### src/rtch_pkg.sv
// Shared types, codes and the product schedule of the ray/triangle closest-hit core.
// Used by rtch_ctrl, rtch_datapath and ray_triangle_closest_hit_core.
package rtch_pkg;

  localparam int unsigned NumSteps = 24;
  localparam int unsigned DivBits  = 31;
  localparam logic [30:0] DistNone = 31'h7FFF_FFFF;

  // configuration register indexes
  typedef enum logic [2:0] {
    REG_ORIGIN_X    = 3'd0,
    REG_ORIGIN_Y    = 3'd1,
    REG_ORIGIN_Z    = 3'd2,
    REG_DIRECTION_X = 3'd3,
    REG_DIRECTION_Y = 3'd4,
    REG_DIRECTION_Z = 3'd5,
    REG_TOLERANCE   = 3'd6
  } reg_index_t;

  // operand vector slots
  localparam logic [4:0] OpD0 = 5'd0;
  localparam logic [4:0] OpD1 = 5'd1;
  localparam logic [4:0] OpD2 = 5'd2;
  localparam logic [4:0] OpE10 = 5'd3;
  localparam logic [4:0] OpE11 = 5'd4;
  localparam logic [4:0] OpE12 = 5'd5;
  localparam logic [4:0] OpE20 = 5'd6;
  localparam logic [4:0] OpE21 = 5'd7;
  localparam logic [4:0] OpE22 = 5'd8;
  localparam logic [4:0] OpS0 = 5'd9;
  localparam logic [4:0] OpS1 = 5'd10;
  localparam logic [4:0] OpS2 = 5'd11;
  localparam logic [4:0] OpH0 = 5'd12;
  localparam logic [4:0] OpH1 = 5'd13;
  localparam logic [4:0] OpH2 = 5'd14;
  localparam logic [4:0] OpQ0 = 5'd15;
  localparam logic [4:0] OpQ1 = 5'd16;
  localparam logic [4:0] OpQ2 = 5'd17;

  // where a finished sum goes
  typedef enum logic [3:0] {
    DST_NONE, DST_H0, DST_H1, DST_H2, DST_A,
    DST_Q0, DST_Q1, DST_Q2, DST_NU, DST_NV, DST_NT
  } dst_t;

  typedef struct packed {
    logic [4:0] a_sel;
    logic [4:0] b_sel;
    logic       neg;
    dst_t       dst;
  } step_info_t;

  typedef enum logic [1:0] {
    DIV_T, DIV_U, DIV_V
  } div_sel_t;

  typedef enum logic [2:0] {
    ST_IDLE, ST_MUL, ST_NORM, ST_TEST, ST_DIV_LOAD, ST_DIV_RUN, ST_FIN
  } state_t;

  typedef struct packed {
    logic       load;
    logic       mul_en;
    logic [4:0] mul_step;
    logic       acc_en;
    logic [4:0] acc_step;
    logic       norm;
    logic       div_load;
    logic       div_iter;
    logic       div_last;
    div_sel_t   div_sel;
    logic       finish;
  } cmd_t;

  typedef struct packed {
    logic pass;
  } status_t;

  // product schedule: h = d x e2, a = e1.h, q = s x e1, nu = s.h, nv = d.q, nt = e2.q
  function automatic step_info_t step_info(input logic [4:0] step);
    step_info_t r;
    r = '{a_sel: OpD0, b_sel: OpD0, neg: 1'b0, dst: DST_NONE};
    unique case (step)
      5'd0:  r = '{OpD1,  OpE22, 1'b0, DST_NONE};
      5'd1:  r = '{OpD2,  OpE21, 1'b1, DST_H0};
      5'd2:  r = '{OpD2,  OpE20, 1'b0, DST_NONE};
      5'd3:  r = '{OpD0,  OpE22, 1'b1, DST_H1};
      5'd4:  r = '{OpD0,  OpE21, 1'b0, DST_NONE};
      5'd5:  r = '{OpD1,  OpE20, 1'b1, DST_H2};
      5'd6:  r = '{OpE10, OpH0,  1'b0, DST_NONE};
      5'd7:  r = '{OpE11, OpH1,  1'b0, DST_NONE};
      5'd8:  r = '{OpE12, OpH2,  1'b0, DST_A};
      5'd9:  r = '{OpS1,  OpE12, 1'b0, DST_NONE};
      5'd10: r = '{OpS2,  OpE11, 1'b1, DST_Q0};
      5'd11: r = '{OpS2,  OpE10, 1'b0, DST_NONE};
      5'd12: r = '{OpS0,  OpE12, 1'b1, DST_Q1};
      5'd13: r = '{OpS0,  OpE11, 1'b0, DST_NONE};
      5'd14: r = '{OpS1,  OpE10, 1'b1, DST_Q2};
      5'd15: r = '{OpS0,  OpH0,  1'b0, DST_NONE};
      5'd16: r = '{OpS1,  OpH1,  1'b0, DST_NONE};
      5'd17: r = '{OpS2,  OpH2,  1'b0, DST_NU};
      5'd18: r = '{OpD0,  OpQ0,  1'b0, DST_NONE};
      5'd19: r = '{OpD1,  OpQ1,  1'b0, DST_NONE};
      5'd20: r = '{OpD2,  OpQ2,  1'b0, DST_NV};
      5'd21: r = '{OpE20, OpQ0,  1'b0, DST_NONE};
      5'd22: r = '{OpE21, OpQ1,  1'b0, DST_NONE};
      5'd23: r = '{OpE22, OpQ2,  1'b0, DST_NT};
      default: r = '{OpD0, OpD0, 1'b0, DST_NONE};
    endcase
    return r;
  endfunction

endpackage

### src/rtch_ctrl.sv
// Sequencer of the ray/triangle closest-hit core: product schedule, divisions, result beat.
// Depends on rtch_pkg; drives rtch_datapath through rtch_pkg::cmd_t.
module rtch_ctrl (
  input  logic             clk,
  input  logic             rst,
  input  logic             in_valid,
  output logic             in_ready,
  output logic             out_valid,
  input  logic             out_ready,
  input  rtch_pkg::status_t status,
  output rtch_pkg::cmd_t   cmd
);

  rtch_pkg::state_t   state, state_next;
  logic [4:0]         cnt, cnt_next;
  rtch_pkg::div_sel_t sel, sel_next;
  logic               in_fire;
  logic               slot_free;

  assign in_fire   = in_valid && in_ready;
  assign slot_free = !out_valid || out_ready;

  // next state
  always_comb begin
    state_next = state;
    unique case (state)
      rtch_pkg::ST_IDLE:     if (in_valid) state_next = rtch_pkg::ST_MUL;
      rtch_pkg::ST_MUL:      if (cnt == 5'(rtch_pkg::NumSteps)) state_next = rtch_pkg::ST_NORM;
      rtch_pkg::ST_NORM:     state_next = rtch_pkg::ST_TEST;
      rtch_pkg::ST_TEST:     state_next = status.pass ? rtch_pkg::ST_DIV_LOAD : rtch_pkg::ST_FIN;
      rtch_pkg::ST_DIV_LOAD: state_next = rtch_pkg::ST_DIV_RUN;
      rtch_pkg::ST_DIV_RUN: begin
        if (cnt == 5'(rtch_pkg::DivBits - 1)) begin
          state_next = (sel == rtch_pkg::DIV_V) ? rtch_pkg::ST_FIN : rtch_pkg::ST_DIV_LOAD;
        end
      end
      rtch_pkg::ST_FIN:      if (slot_free) state_next = rtch_pkg::ST_IDLE;
      default:               state_next = rtch_pkg::ST_IDLE;
    endcase
  end

  // counters
  always_comb begin
    cnt_next = cnt;
    sel_next = sel;
    unique case (state)
      rtch_pkg::ST_IDLE:     cnt_next = '0;
      rtch_pkg::ST_MUL:      cnt_next = cnt + 5'd1;
      rtch_pkg::ST_TEST:     sel_next = rtch_pkg::DIV_T;
      rtch_pkg::ST_DIV_LOAD: cnt_next = '0;
      rtch_pkg::ST_DIV_RUN: begin
        cnt_next = cnt + 5'd1;
        if (cnt == 5'(rtch_pkg::DivBits - 1)) begin
          sel_next = (sel == rtch_pkg::DIV_T) ? rtch_pkg::DIV_U : rtch_pkg::DIV_V;
        end
      end
      default: ;
    endcase
  end

  // outputs
  always_comb begin
    cmd          = '0;
    cmd.div_sel  = sel;
    in_ready     = 1'b0;
    unique case (state)
      rtch_pkg::ST_IDLE: begin
        in_ready = 1'b1;
        cmd.load = in_valid;
      end
      rtch_pkg::ST_MUL: begin
        cmd.mul_en   = (cnt < 5'(rtch_pkg::NumSteps));
        cmd.mul_step = cnt;
        cmd.acc_en   = (cnt != 5'd0);
        cmd.acc_step = cnt - 5'd1;
      end
      rtch_pkg::ST_NORM:     cmd.norm = 1'b1;
      rtch_pkg::ST_DIV_LOAD: cmd.div_load = 1'b1;
      rtch_pkg::ST_DIV_RUN: begin
        cmd.div_iter = 1'b1;
        cmd.div_last = (cnt == 5'(rtch_pkg::DivBits - 1));
      end
      rtch_pkg::ST_FIN:      cmd.finish = slot_free;
      default: ;
    endcase
  end

  // state registers and result flag
  always_ff @(posedge clk) begin
    if (rst) begin
      state     <= rtch_pkg::ST_IDLE;
      cnt       <= '0;
      sel       <= rtch_pkg::DIV_T;
      out_valid <= 1'b0;
    end else begin
      state <= state_next;
      cnt   <= cnt_next;
      sel   <= sel_next;
      if (cmd.finish) begin
        out_valid <= 1'b1;
      end else if (out_ready) begin
        out_valid <= 1'b0;
      end
    end
  end

  a_busy_after_accept: assert property (@(posedge clk) disable iff (rst)
    in_fire |=> !in_ready)
    else $error("rtch_ctrl: ready right after an accepted beat");

  a_finish_needs_slot: assert property (@(posedge clk) disable iff (rst)
    cmd.finish |-> slot_free)
    else $error("rtch_ctrl: result loaded over a pending beat");

  a_div_count_bound: assert property (@(posedge clk) disable iff (rst)
    state == rtch_pkg::ST_DIV_RUN |-> cnt < 5'(rtch_pkg::DivBits))
    else $error("rtch_ctrl: division count out of range");

  a_result_held: assert property (@(posedge clk) disable iff (rst)
    out_valid && !out_ready |=> out_valid)
    else $error("rtch_ctrl: result dropped while stalled");

endmodule

### config.mk
export PLATFORM = sky130hd
export DESIGN_NAME = rtch_ctrl
export DESIGN_NICKNAME = d
export VERILOG_FILES = /design/src/rtch_pkg.sv /design/src/rtch_ctrl.sv
export SDC_FILE = /design/constraint.sdc
export NUM_CORES = 1
export LEC_CHECK = 0
export BUFFER_PORTS_ARGS = -buffer_cell sky130_fd_sc_hd__buf_2
export CAP_MARGIN = 15
export CORE_MARGIN = 2
export CORE_UTILIZATION = 47
export CTS_BUF_LIST = sky130_fd_sc_hd__clkbuf_4 sky130_fd_sc_hd__clkbuf_8 sky130_fd_sc_hd__clkbuf_16
export DETAILED_ROUTE_END_ITERATION = 7
export PLACE_DENSITY = 0.8
export SYNTH_ARGS = -nofsm -noshare
export SYNTH_HDL_FRONTEND = slang
export SYNTH_SLANG_ARGS = --single-unit
export TNS_END_PERCENT = 5
### constraint.sdc
create_clock -name clk -period 1.9 [get_ports clk]
set_input_delay 0.285 -clock clk [delete_from_list [all_inputs] [get_ports clk]]
set_output_delay 0.285 -clock clk [all_outputs]
set_load 0.1 [all_outputs]
==> impl_metrics.tcl, run 1 <==
set metrics [dict create \
    status "finished clean" \
    whs_ns 0.196 \
    fmax_mhz 539 \
    period_minus_slack_ns 1.86 \
    ys_warn_count 0 \
    dp_slack_ns 0.175 \
    max-vdd-ir-drop_v 0.000528 \
    period_share 0.977 \
    hold_depth 2 \
    drt_pass1_iterations 4 \
    r2r_start "cnt[0]" \
    crit_type "reg2out" \
    seq_area_frac_synth 0.292 \
    portBuffers 26 \
    cp.buffers_inverters 3 \
    syn_area_per_cell_sq_um 7.38 \
    cp-start-kind "flip-flop" \
    min_path_type "in2reg" \
    drive_gt1_frac 0.445 \
    maxSlewHeadroom 0.678 \
    ant_nets 0 \
    tritoncts "yes" \
    cp_cell_sequence "inv_1 > nand2b_1 > buf_4 > nor2_2 > buf_12" \
    top_usage_layer "met2" \
    cts.sinks 11 \
    setup_viol 0 \
    min_to "state[1]" \
    finClkSkew_ns 0.00416 \
    layout_commonest_cell "buf_12" \
    fin_ws_ns 0.0438 \
    die_x_microns 44.0 \
    io_pins 27 \
    die_area_sq_um 1940 \
    place_congestion 0.839 \
    crit_arrival_ns 1.57 \
    htree_levels 1 \
    drc 0 \
    drv_slew 0 \
    wl_microns 2090 \
    final_area_sq_um 1240 \
    ctsResizeCount 2 \
    reg2reg_slack_ns 0.41 \
    power_leakage_nw 0.501 \
    grt_max_degree 15 \
    critPathTopFamily "buffers and inverters" \
    numCtsBuffers 3 \
    wl_per_cell_microns 14.5 \
    r2r-end "sel[0]" \
    powerDensity_nw_per_um2 554 \
    start_util 0.500 \
    cap_violations 0 \
    hpwl_microns 1570 \
    area_growth_syn_to_layout_pct 64.5 \
    hold_start "status" \
    synthDistinctLibCells 31 \
    worstPathRequired_ns 1.62 \
    netlist_area_sq_um 753 \
    critPathSlowestCell "dfxtp_2" \
    antennaDiodeCount 0 \
    die_h_microns 44.0 \
    syn_nets 111 \
    worst_path_largest_cell_delay_ns 0.51 \
    clockBufferDepth 2 \
    fin_nets 138 \
    clock_latency_ns 0.28 \
    grt_usage 0.234 \
    grtUsageMet1 0.303 \
    grt_pass1_vias 788 \
    dpl.cell_count 140 \
    core_area_sq_um 1510 \
    grt_antenna_before_repair 0 \
    crit_path_end_kind "primary output" \
    reg2reg_depth 6 \
    place_area_sq_um 1200 \
    finalNonFillerCells 144 \
    hold_viol 0 \
    grt_pass1_wl_microns 3430 \
    use_met3 0.0653 \
    postCtsSetupRepairBufs 0 \
    ys_seq_elements 11 \
    grt_util_met2 0.371 \
    tightest_slew_ns 0.487 \
    grt_overflow 0 \
    worstPathMaxFanout 14 \
    layout_common_cells "16 x buf_12, 10 x buf_2, 9 x nor2_2" \
    rows 14 \
    vias 825 \
    rsz0062_at_grt "false" \
    drtIter0Drc 37 \
    cts_root_buf "clkbuf_4" \
    vias_per_cell 5.73 \
    clk_pin_slew_worst_paths_ns 0.07 \
    ctsHoldBuffers 0 \
    finish.utilization 0.822 \
    synth_cells 102 \
]
[cells in the mapped netlist]
master    number  area share
clkbuf_1       3       0.015
buf_4          3       0.030
xnor2_1        5       0.058
buf_2          1      0.0066
a31oi_1        2       0.017
and4_4         1       0.015
nor3b_1        3       0.030
nand3b_1       1       0.010
nand3_1        3       0.020
nor2_1        17       0.085
o21ai_0        1      0.0066
and2_1         3       0.025
nand2_2        1      0.0083
nor2b_1        1      0.0083
a21oi_1        8       0.053
nor3_1         4       0.027
a311oi_1       1       0.012
inv_1          5       0.025
nand2b_1       4       0.033
o21bai_1       1       0.010
o22ai_1        2       0.017
and3b_2        1       0.013
nand4_1        3       0.025
o21a_1         1       0.010
dfxtp_1       11        0.29
xor2_1         1       0.012
ha_1           4       0.066
nand2_1        7       0.035
and3_1         1      0.0083
nand4b_1       1       0.012
or3_1          2       0.017
[flip-flops by register name, summed over array words and instances (netlist names)]
name and count:
state 3, sel 2, out_valid 1, cnt 5
[worst register-to-register path: cells and delay by family, from the launching register on]
kind / cells / cell delay, ns
simple gates: 3 / 0.63
flops: 1 / 0.36
fa+ha+maj: 1 / 0.19
compound gates: 1 / 0.14
buf+inv: 1 / 0.11
[area by class of cell]
cell class | instances | area (sq um)
flip-flops and latches | 11 | 225
multi-input cells | 79 | 552
well taps | 16 | 20.0
clock buffers | 4 | 30.0
fillers | 87 | 268
repair buffers | 29 | 393
inverters | 5 | 18.8
[cells by family after synthesis]
group,synth area share
xor+xnor,0.0698
compound gates,0.125
buf+inv,0.0764
flops,0.292
simple gates,0.370
fa+ha+maj,0.0664
[report_power, final]
group	switching, mW	internal [mW]
registers	0.00553	0.235
logic	0.182	0.0834
clock network	0.0850	0.0959
[worst max-delay path by stage]
stage              end  depth (start not counted)      from
3_5_place_dp    cmd[9]                          5  state[1]
6_report        cmd[9]                          5  state[1]
4_1_cts         cmd[3]                          6    cnt[0]
2_1_floorplan  cmd[19]                          3  state[0]
3_3_place_gp    cmd[7]                          5  state[1]
5_1_grt         cmd[3]                          6    cnt[0]
[through the flow]
step           TNS (ns)  total power [mW]
3_5_place_dp          0             0.511
2_1_floorplan     -2.07             0.427
5_1_grt               0             0.703
6_report              0             0.687
4_1_cts               0             0.687
3_3_place_gp          0             0.505
[routing by layer]
metal  part of all wire  routed length [microns]
met1               0.37                      763
met2               0.54                     1120
met4              0.019                       39
met5                  0                        0
met3              0.078                      163
No activity file was read; power rests on OpenSTA's default activity.
==> run 2, diff against run 1 <==
--- a/config.mk
+++ b/config.mk
@@ -5,13 +5,14 @@
 export SDC_FILE = /design/constraint.sdc
 export NUM_CORES = 1
 export LEC_CHECK = 0
+export ABC_AREA = 1
 export BUFFER_PORTS_ARGS = -buffer_cell sky130_fd_sc_hd__buf_2
 export CAP_MARGIN = 15
 export CORE_MARGIN = 2
-export CORE_UTILIZATION = 47
+export CORE_UTILIZATION = 49
 export CTS_BUF_LIST = sky130_fd_sc_hd__clkbuf_4 sky130_fd_sc_hd__clkbuf_8 sky130_fd_sc_hd__clkbuf_16
 export DETAILED_ROUTE_END_ITERATION = 7
-export PLACE_DENSITY = 0.8
+export PLACE_DENSITY = 0.81
 export SYNTH_ARGS = -nofsm -noshare
 export SYNTH_HDL_FRONTEND = slang
 export SYNTH_SLANG_ARGS = --single-unit
==> run 2 against run 1 <==
Against the previous run: routed wire length shrank 1.4%; clock skew shrank 0.00053 ns; via count grew 9.0%; critical path depth is the same; first-iteration DRC count shrank 59%; combinational power grew to 7.0 times the previous value; maximum frequency grew 2.0%; global-route usage shrank 2.8 points; sequential power grew 55%; non-clock buffer count shrank 2; critical path type unchanged; largest cell class unchanged.
==> impl_metrics.tcl, run 2 <==
set metrics [dict create \
    ys_warn_count 0 \
    htree_levels 1 \
    drt_pass1_iterations 4 \
    worstPathMaxFanout 5 \
    core_area_sq_um 1690 \
    setup_viol 0 \
    ys_seq_elements 11 \
    die_area_sq_um 2100 \
    drc 0 \
    status "finished clean" \
    synth_most_common_cell "nor2_1" \
    critPathSlowestCell "dfxtp_4" \
    start_util 0.508 \
    ant_nets 0 \
    crit_path_end_kind "primary output" \
    drv_slew 0 \
    finClkSkew_ns 0.00362 \
    syn_area_per_cell_sq_um 6.92 \
    die_h_microns 45.9 \
    numCtsBuffers 3 \
    whs_ns 0.243 \
    seq_area_frac_synth 0.257 \
    worstPathRequired_ns 1.62 \
    grt_max_degree 15 \
    grt_antenna_before_repair 0 \
    worst_path_largest_cell_delay_ns 0.36 \
    min_path_type "in2reg" \
    fmax_mhz 549 \
    period_minus_slack_ns 1.82 \
    dr_wl_met2_microns 1100 \
    ctsHoldBuffers 0 \
    powerDensity_nw_per_um2 1850 \
    largest_reg_flops 5 \
    drive_gt1_frac 0.450 \
    drt-met1-wl_microns 856 \
    syn_nets 133 \
    drtIter0Drc 15 \
    clk_pin_slew_worst_paths_ns 0.07 \
    tightest_slew_ns 0.485 \
    synth_cells 124 \
    place_congestion 0.885 \
    wl_microns 2060 \
    grt_overflow 0 \
    synthFlopType "dfxtp_1" \
    power_leakage_nw 0.551 \
    total_power_mw 2.40 \
    cts_root_buf "clkbuf_4" \
    antennaDiodeCount 0 \
    cts.sinks 11 \
    reg_top3 "cnt (5), state (3), sel (2)" \
    vias 899 \
    synth-edff-count 0 \
    hpwl_microns 1590 \
    io_pins 27 \
    synth-async-reset-ratio 0 \
    crit_type "reg2out" \
    dpl.cell_count 164 \
    period_share 0.958 \
    synth_top_area_cell "dfxtp_1" \
    rows 15 \
    regMostFlops "cnt" \
    die_x_microns 45.9 \
    clock_latency_ns 0.27 \
    cp_cell_sequence "inv_1 > ha_2 > or2_4 > a21oi_4 > buf_12" \
    dr_wl_met3_microns 66 \
    netlist_top_cells_area "dfxtp_1 26%, nor2_1 9.6%, nand2_1 7.0%, a21oi_1 6.4%, ha_1 5.8%" \
    synth_top_area_share 0.257 \
    clockBufferDepth 2 \
    tritoncts "yes" \
    rsz0062_at_grt "false" \
    vias_per_cell 5.35 \
    maxSlewHeadroom 0.679 \
    layout_common_cells "22 x nor2_1, 16 x nand2_1, 14 x buf_12" \
    crit_arrival_ns 1.54 \
    grt_pass1_wl_microns 3170 \
    finalSetupTns_ns 0 \
    area_growth_syn_to_layout_pct 51.2 \
    postCtsSetupRepairBufs 0 \
    synthDistinctLibCells 27 \
    cap_violations 0 \
    cp-start-kind "flip-flop" \
    netlist_area_sq_um 858 \
    grt_pass1_vias 796 \
    fillCellCount 105 \
    max-vdd-ir-drop_v 0.00113 \
    fin_ws_ns 0.0799 \
    fin_nets 161 \
    hold_viol 0 \
    portBuffers 26 \
    finalNonFillerCells 168 \
    yosys-top-cells-count "22 x nor2_1, 16 x nand2_1, 13 x inv_1, 11 x a21oi_1, 11 x dfxtp_1" \
    grt_usage 0.206 \
    highest_layer "met4" \
    dp_slack_ns 0.148 \
    layout_commonest_cell "nor2_1" \
    wl_per_cell_microns 12.3 \
]
run 2: path summary, 6_finish.rpt:
check        slack, ns  endpoint  cells past startpoint  startpoint
min               0.24    cnt[1]                      2         rst
min reg2reg       0.53    cnt[1]                      2      cnt[1]
max reg2reg       0.50  state[2]                      9      cnt[1]
max               0.08    cmd[9]                      5      cnt[1]
run 2: stage by stage:
step	util	cell area, sq um
finish	0.768	1300
global placement	0.725	1220
floorplan	-	891
CTS	0.756	1280
global route	0.768	1300
detailed placement	0.725	1220
run 2: where the power goes:
| group | internal (mW) | switching, mW | total, mW |
|---|---|---|---|
| Combinational | 0.515 | 1.34 | 1.85 |
| Clock | 0.0956 | 0.0786 | 0.174 |
| Sequential | 0.282 | 0.0890 | 0.371 |
run 2: kinds of logic after synthesis:
| family | count (synthesis) | share of synthesized area |
|---|---|---|
| AO/OA/AOI/OAI | 20 | 0.140 |
| adder cells (fa/ha/maj) | 4 | 0.0583 |
| buffers and inverters | 22 | 0.137 |
| flip-flops | 11 | 0.257 |
| AND/OR/NAND/NOR | 67 | 0.408 |
run 2: worst max-delay path: cells and delay by family, from the launching register on:
kind	cells	cell delay (ns)
buffers and inverters	2	0.28
adder cells (fa/ha/maj)	1	0.19
AO/OA/AOI/OAI	1	0.17
flip-flops	1	0.36
AND/OR/NAND/NOR	1	0.26
run 2: final cells by class:
type	instances	area [sq um]	area share
clock buffers	4	30.0	0.0231
inverters	18	82.6	0.0636
multi-input cells	91	583	0.449
flip-flops and latches	11	230	0.177
well taps	17	21.3	0.0164
repair buffers	27	350	0.270
run 2: layer usage:
metal	vias up	GRT usage
met4	0	0.0743
met1	419	0.226
met5	-	0
li1	449	-
met2	25	0.372
met3	6	0.0556
run 2: timing repair:
action / CTS / global route
gates resized for setup: 7 / 7
endpoints found under the setup margin: 13 / 4
pin swaps: 0 / 1
==> run 3, diff against run 2 <==
--- a/config.mk
+++ b/config.mk
@@ -12,6 +12,7 @@
 export CORE_UTILIZATION = 49
 export CTS_BUF_LIST = sky130_fd_sc_hd__clkbuf_4 sky130_fd_sc_hd__clkbuf_8 sky130_fd_sc_hd__clkbuf_16
 export DETAILED_ROUTE_END_ITERATION = 7
+export MAX_ROUTING_LAYER = met4
 export PLACE_DENSITY = 0.81
 export SYNTH_ARGS = -nofsm -noshare
 export SYNTH_HDL_FRONTEND = slang
==> run 3 against run 2 <==
Against the previous run: setup slack lost 0.0045 ns; largest cell class unchanged; worst hold slack lost 0.0022 ns; final area is the same; clock skew is essentially flat; core utilization is the same; flip-flop and latch count is the same; cell count is the same; power is essentially flat; routed wire length is essentially flat; maximum frequency shrank 0.24%; global-route usage grew 0.60 points.
==> impl_metrics.tcl, run 3 (same netlist as run 2, synthesis figures left out) <==
set metrics [dict create \
    area_growth_syn_to_layout_pct 51.2 \
    clock_latency_ns 0.27 \
    crit_path_end_kind "primary output" \
    r2r_start "cnt[1]" \
    power.internal_uw 893 \
    antennaDiodeCount 0 \
    power_leakage_nw 0.551 \
    drive_gt1_frac 0.450 \
    drtIter0Drc 19 \
    p_sw_frac 0.628 \
    powerDensity_nw_per_um2 1850 \
    numCtsBuffers 3 \
    rsz0062_at_grt "false" \
    hold_start "rst" \
    io_pins 27 \
    tightest_slew_ns 0.485 \
    rows 15 \
    final_area_sq_um 1300 \
    setup_viol 0 \
    maxSlewHeadroom 0.679 \
    portBuffers 26 \
    multi_input_area_sq_um 583 \
    drt_pass1_iterations 4 \
    die_x_microns 45.9 \
    pwr-share-clk 0.074 \
    grt_overflow 0 \
    finClkSkew_ns 0.00315 \
    vias_per_cell 5.39 \
    ant_nets 0 \
    min_path_type "in2reg" \
    wl_microns 2060 \
    grt_max_degree 15 \
    grt_antenna_before_repair 0 \
    fmax_mhz 548 \
    crit_arrival_ns 1.54 \
    hold_viol 0 \
    grt_usage 0.212 \
    postCtsSetupRepairBufs 0 \
    clk_pin_slew_worst_paths_ns 0.07 \
    cp-start-kind "flip-flop" \
    layout_common_cells "22 x nor2_1, 16 x nand2_1, 14 x buf_12" \
    hpwl_microns 1590 \
    regMostFlops "cnt" \
    die_h_microns 45.9 \
    die_area_sq_um 2100 \
    drv_slew 0 \
    fin_ws_ns 0.0754 \
    cap_violations 0 \
    dp_slack_ns 0.148 \
    wl_per_cell_microns 12.2 \
    period_minus_slack_ns 1.82 \
    pwr-share-comb 0.772 \
    period_share 0.960 \
    crit_type "reg2out" \
    vias 905 \
    status "finished clean" \
    cts.sinks 11 \
    clockBufferDepth 2 \
    layout_commonest_cell "nor2_1" \
    reg_top3 "cnt (5), state (3), sel (2)" \
    grt_pass1_vias 800 \
    grt_pass1_wl_microns 3170 \
    fin_nets 161 \
    seqCellArea_sq_um 230 \
    core_area_sq_um 1690 \
    fillCellCount 105 \
    drc 0 \
    largest_reg_flops 5 \
    tritoncts "yes" \
    worstPathMaxFanout 5 \
    seqPwrFrac 0.155 \
    total_power_mw 2.40 \
    setup.worst_path.start "cnt[1]" \
    cts_root_buf "clkbuf_4" \
    whs_ns 0.240 \
    place_congestion 0.900 \
    place_area_sq_um 1220 \
    worstPathRequired_ns 1.62 \
    p_sw_mw 1.51 \
    htree_levels 1 \
    max-vdd-ir-drop_v 0.00113 \
    start_util 0.508 \
]
[run 3: cell counts in the layout (fill, tap and decap cells not counted)]
No cell type changed its count.
[run 3: layout make-up]
type	count	area share
tap	17	0.0164
sequential	11	0.177
multi-input combinational	91	0.449
clock buffer	4	0.0231
inverter	18	0.0636
timing repair buffer	27	0.270
[run 3: final timing paths]
| path | to | slack (ns) | depth (start not counted) |
|---|---|---|---|
| worst min-delay path | cnt[1] | 0.24 | 2 |
| worst max-delay path | cmd[9] | 0.08 | 5 |
| worst min register to register | cnt[1] | 0.53 | 2 |
| worst max register to register | state[2] | 0.50 | 9 |
[run 3: worst max-delay path, stage by stage (launching register included)]
cell and delay [ns]:
dfxtp_4 0.36, inv_1 0.09, ha_2 0.19, or2_4 0.26, a21oi_4 0.17, buf_12 0.19
[run 3: through the flow]
stage                     instances  setup TNS, ns  utilization
after global routing            168              0        0.768
after global placement          164              0        0.725
after CTS                       168       -0.00843        0.756
after detailed placement        164              0        0.725
after floorplan                 124          -4.79            -
final                           168              0        0.768
[run 3: layer usage]
metal / global-route usage / routed length (microns)
met2: 0.372 / 1100
met5: - / 0
met4: 0.0743 / 33
met3: 0.0556 / 69
met1: 0.226 / 852
[run 3: repair_timing]
action | CTS | global route
setup endpoints to repair | 13 | 4
gates resized for setup | 7 | 7
hold buffers | 0 | 0
pin swaps | 0 | 1
[run 3: power by group through the flow]
stage          Combinational (mW)  Clock (mW)  Sequential [mW]
2_1_floorplan                1.40           0            0.350
3_3_place_gp                 1.79           0            0.356
3_5_place_dp                 1.82           0            0.363
4_1_cts                      1.85       0.177            0.365
5_1_grt                      1.93       0.189            0.379
6_report                     1.85       0.176            0.372
